--- config.mk ---
export PLATFORM = sky130hd
export DESIGN_NAME = hchmm_ram
export DESIGN_NICKNAME = d
export VERILOG_FILES = /design/src/hw/rtl/hchmm_ram.sv
export SDC_FILE = /design/constraint.sdc
export NUM_CORES = 2
export LEC_CHECK = 0
export BUFFER_PORTS_ARGS = -buffer_cell sky130_fd_sc_hd__buf_4
export CAP_MARGIN = 20
export CORE_ASPECT_RATIO = 0.5
export CORE_MARGIN = 2
export CORE_UTILIZATION = 40
export CTS_CLUSTER_DIAMETER = 150
export DETAILED_ROUTE_END_ITERATION = 12
export SLEW_MARGIN = 25
export SYNTH_ARGS = -nofsm -noshare
export SYNTH_HDL_FRONTEND = slang
export SYNTH_SLANG_ARGS = --single-unit
--- constraint.sdc ---
create_clock -name clk -period 4.7 [get_ports clk]
set_input_delay 0.235 -clock clk [delete_from_list [all_inputs] [get_ports clk]]
set_output_delay 0.235 -clock clk [all_outputs]
set_load 0.005 [all_outputs]
--- src/hw/rtl/hchmm_ram.sv ---
// generic single-port-write ram with registered read
// no dependencies
module hchmm_ram #(
    parameter int WIDTH = 32,
    parameter int DEPTH = 64
) (
    input  logic                     clk,
    input  logic                     we,
    input  logic [$clog2(DEPTH)-1:0] waddr,
    input  logic [WIDTH-1:0]         wdata,
    input  logic [$clog2(DEPTH)-1:0] raddr,
    output logic [WIDTH-1:0]         rdata
);
    logic [WIDTH-1:0] mem [DEPTH];

    always_ff @(posedge clk)
    begin
        if (we)
        begin
            mem[waddr] <= wdata;
        end
        rdata <= mem[raddr];
    end
endmodule

Word level (Yosys, flattened, before mapping)
Memories as Yosys holds them, arrays and structs flattened. A register that Yosys moved wholly into a read port is not among the register bits.
Index checks and enable logic that the tools add are counted.

word-level totals
  flip-flop bits (word level) = 0
  memory bits (writable) = 2048
  bits of input ports = 46
  memories kept = 1

operators by class
  multiplexer cells = 2

memories
  name  depth  bits a word  read ports  clocked after Yosys merged registers in  write ports  RTL line  source
  mem   64     32           1           1                                        1            14        logic [WIDTH-1:0] mem [DEPTH];

operator list
  operator  number
  $mux W1   2

Longest topological paths before layout
  word-level depth = 2
  depth in mapped cells = 10
  depth with buffers taken out = 5

Worst setup path before layout
OpenSTA, ideal clock, no wires.

  path type = input to register
  from = input port waddr[3]
  to = memory mem[48][0] (enable)
  setup time = 461 ps
  arrival time = 2934 ps
  data required time = 4239 ps
  path slack = 1305 ps
  cell stages on the path = 4
  buffers on the path = 1
  cells stage by stage = clkbuf_1 nor2b_1 nand4b_1 nor3_1

RTL lines
  what             RTL line  source
  start, declared  9         input logic [$clog2(DEPTH)-1:0] waddr,
  end, declared    14

No word-level cell before the write port.

==> flow_metrics.env <==
export IMPL_cts_buffers_inserted=188
export IMPL_fin_nets=3633
export IMPL_synth_seq_cells=2080
export IMPL_outcome="completed"
export IMPL_syn_inst=3324
export IMPL_grt_overflow_total=0
export IMPL_irDropWorstVdd_uv=408.3
export IMPL_report_final_setup_viol=0
export IMPL_seq_area_frac_synth=0.7914
export IMPL_fin_ws_ns=1.806
export IMPL_cts_sinks=2080
export IMPL_core_mm2=0.1941
export IMPL_dp_cells=5982
export IMPL_cts_resized_gates=0
export IMPL_cts_clk_slew_worst_paths_ns=0.06
export IMPL_power_mw=37.50
export IMPL_viasPerCell=5.907
export IMPL_hold_violations=0
export IMPL_clockBufferDepth=3
export IMPL_synth_cell_type_count=34
export IMPL_design_die_area_mm2=0.2001
export IMPL_grt_max_degree=66
export IMPL_portBuffers=77
export IMPL_antenna_found_initial=13
export IMPL_area_growth_pct=14.06
export IMPL_required_ns=5.37
export IMPL_htreeDepth=4
export IMPL_fin_tns_setup_ns=0
export IMPL_whs_ns=0.03493
export IMPL_max_freq_mhz=345.6
export IMPL_slew_viol_final=0
export IMPL_fp_dieH_um=317.3
export IMPL_ys_warn_count=0
export IMPL_finalClockSkew_ns=0.03995
export IMPL_drtIter0Drc=5589
export IMPL_cpMaxStageDelayCell="o22ai_1"
export IMPL_cp_max_fo=50
export IMPL_dr_pass1_iters=5
export IMPL_drt_total_wl_um=210400
export IMPL_avgSynthCellArea_um2=23.62
export IMPL_start_util=0.4044
export IMPL_powerDensity_mw_per_mm2=418.7
export IMPL_globalplace_congestion=0.7796
export IMPL_dp_hpwl_um=119600
export IMPL_placed_area_mm2=0.08337
export IMPL_io_pins=78
export IMPL_critical_path_arrival_ns=3.57
export IMPL_grt_pass1_vias=37534
export IMPL_cts_root_buf="clkbuf_16"
export IMPL_grt_pass1_wl_um=292100
export IMPL_hp_class="input pin to register"
export IMPL_rows=114
export IMPL_grt_use_total=0.2098
export IMPL_layout_drive_gt1_share=0.2941
export IMPL_finalCriticalPeriod_ns=2.894
export IMPL_rsz0062_at_grt="no"
export IMPL_design_area_mm2=0.08955
export IMPL_stdcell_count=6357
export IMPL_utilization=0.4613
export IMPL_wl_per_cell_um=33.10
export IMPL_cts_tree="yes"
export IMPL_drtAntennaViolNets=0
export IMPL_total_leakage_power_nw=27.62
export IMPL_tightest_slew_ns=1.093
export IMPL_period_share=0.6157
export IMPL_netlist_area_mm2=0.07852
export IMPL_cp_cell_sequence="buf_8, buf_4, buf_4, mux4_2, mux4_2, o22ai_1, nor2_1"
export IMPL_max_cap_viol_count=0
export IMPL_slew_headroom=0.2697
export IMPL_preCtsSetupSlack_ns=0.9534
export IMPL_clk_latency_ns=0.84
export IMPL_die_width_um=630.6
export IMPL_mostFrequentLayoutCells="edfxtp_1 (2,048), mux4_2 (544), buf_4 (209)"
export IMPL_final_common_cell="edfxtp_1"
export IMPL_crit_type="input pin to register"
export IMPL_drcViolationCount=0
export IMPL_endpoint_kind="register"
export IMPL_slowest_delay_ns=0.69
export IMPL_vias=37551
export IMPL_syn_num_nets=3370
export IMPL_start_kind="input pin"
registers in the layout (all words and copies together) (netlist names):
register / cells
mem: 2048
rdata: 32
where the power goes:
part | total, mW | switching (mW) | leakage [nW] | internal (mW)
combinational | 2.00 | 1.27 | 6.03 | 0.740
clock | 14.9 | 6.62 | 2.89 | 8.25
sequential | 20.6 | 0.0892 | 18.7 | 20.5
total | 37.5 | 7.97 | 27.6 | 29.5
cells by family (layout without fill, tap and decap cells):
kind of cell / Yosys count / count (layout) / share of synthesized area
flip-flops: 2080 / 2080 / 0.7914
multiplexers: 637 / 637 / 0.1679
AND/OR/NAND/NOR: 223 / 223 / 0.01265
AO/OA/AOI/OAI: 202 / 202 / 0.01673
buffers and inverters: 182 / 598 / 0.01128
other: 0 / 7 / 0
what timing repair did:
item,4_1_cts,5_1_grt
endpoints found under the hold margin,690,0
hold buffers,23,0
endpoints found under the setup margin,0,0
buffers inserted,0,0
per-layer routing:
| layer | global-route usage | wire, µm | up-vias |
|---|---|---|---|
| li1 | - | - | 14798 |
| met1 | 0.2957 | 85900 | 20714 |
| met2 | 0.3428 | 102300 | 1800 |
| met3 | 0.03274 | 17080 | 239 |
| met4 | 0.05905 | 5209 | 0 |
| met5 | 0 | 0 | - |
worst paths after layout:
kind | start | end | slack (ns) | cells after the start
worst max-delay path | raddr[0] | rdata[9]$_DFF_P_ | 1.81 | 7
worst max register to register | mem[63][0]$_DFFE_PP_ | rdata[0]$_DFF_P_ | 2.13 | 4
worst min-delay path | wdata[24] | mem[3][24]$_DFFE_PP_ | 0.03 | 1
worst min register to register | mem[59][30]$_DFFE_PP_ | rdata[30]$_DFF_P_ | 0.86 | 5
cells in the mapped netlist, drive strengths merged:
cell type / count / area, µm²
edfxtp: 2048 / 61500
mux4: 544 / 12250
nor2: 137 / 514.2
buf: 108 / 608.1
mux2i: 93 / 930.9
o22ai: 84 / 525.5
clkbuf: 74 / 277.8
a21oi: 62 / 310.3
dfxtp: 32 / 640.6
o221ai: 27 / 236.5
nand2: 26 / 97.59
nor2b: 15 / 93.84
a22oi: 12 / 90.09
a311oi: 8 / 70.07
nand2b: 8 / 50.05
nor3: 7 / 35.03
nand3: 5 / 25.02
nand3b: 5 / 37.54
or3b: 5 / 43.80
a41o: 4 / 40.04
and3: 4 / 25.02
o32ai: 4 / 35.03
or2: 3 / 18.78
or3: 3 / 18.77
and2: 2 / 12.51
nand4: 2 / 12.51
a31oi: 1 / 6.260
nand4b: 1 / 8.760
cell type report:
class	count	area, µm²
well taps	2610	3266
flip-flops and latches	2080	62140
clock buffers	257	5224
fillers	15668	104600
diodes	7	17.52
clock inverters	86	658.1
repair buffers	255	2266
multi-input cells	1062	15980
critical path, delay by kind of cell:
family / cells / cell delay, ns
AO/OA/AOI/OAI: 1 / 0.69
buffers and inverters: 3 / 1.32
multiplexers: 2 / 1.13
AND/OR/NAND/NOR: 1 / 0.10
(Power assumes the default switching activity.)
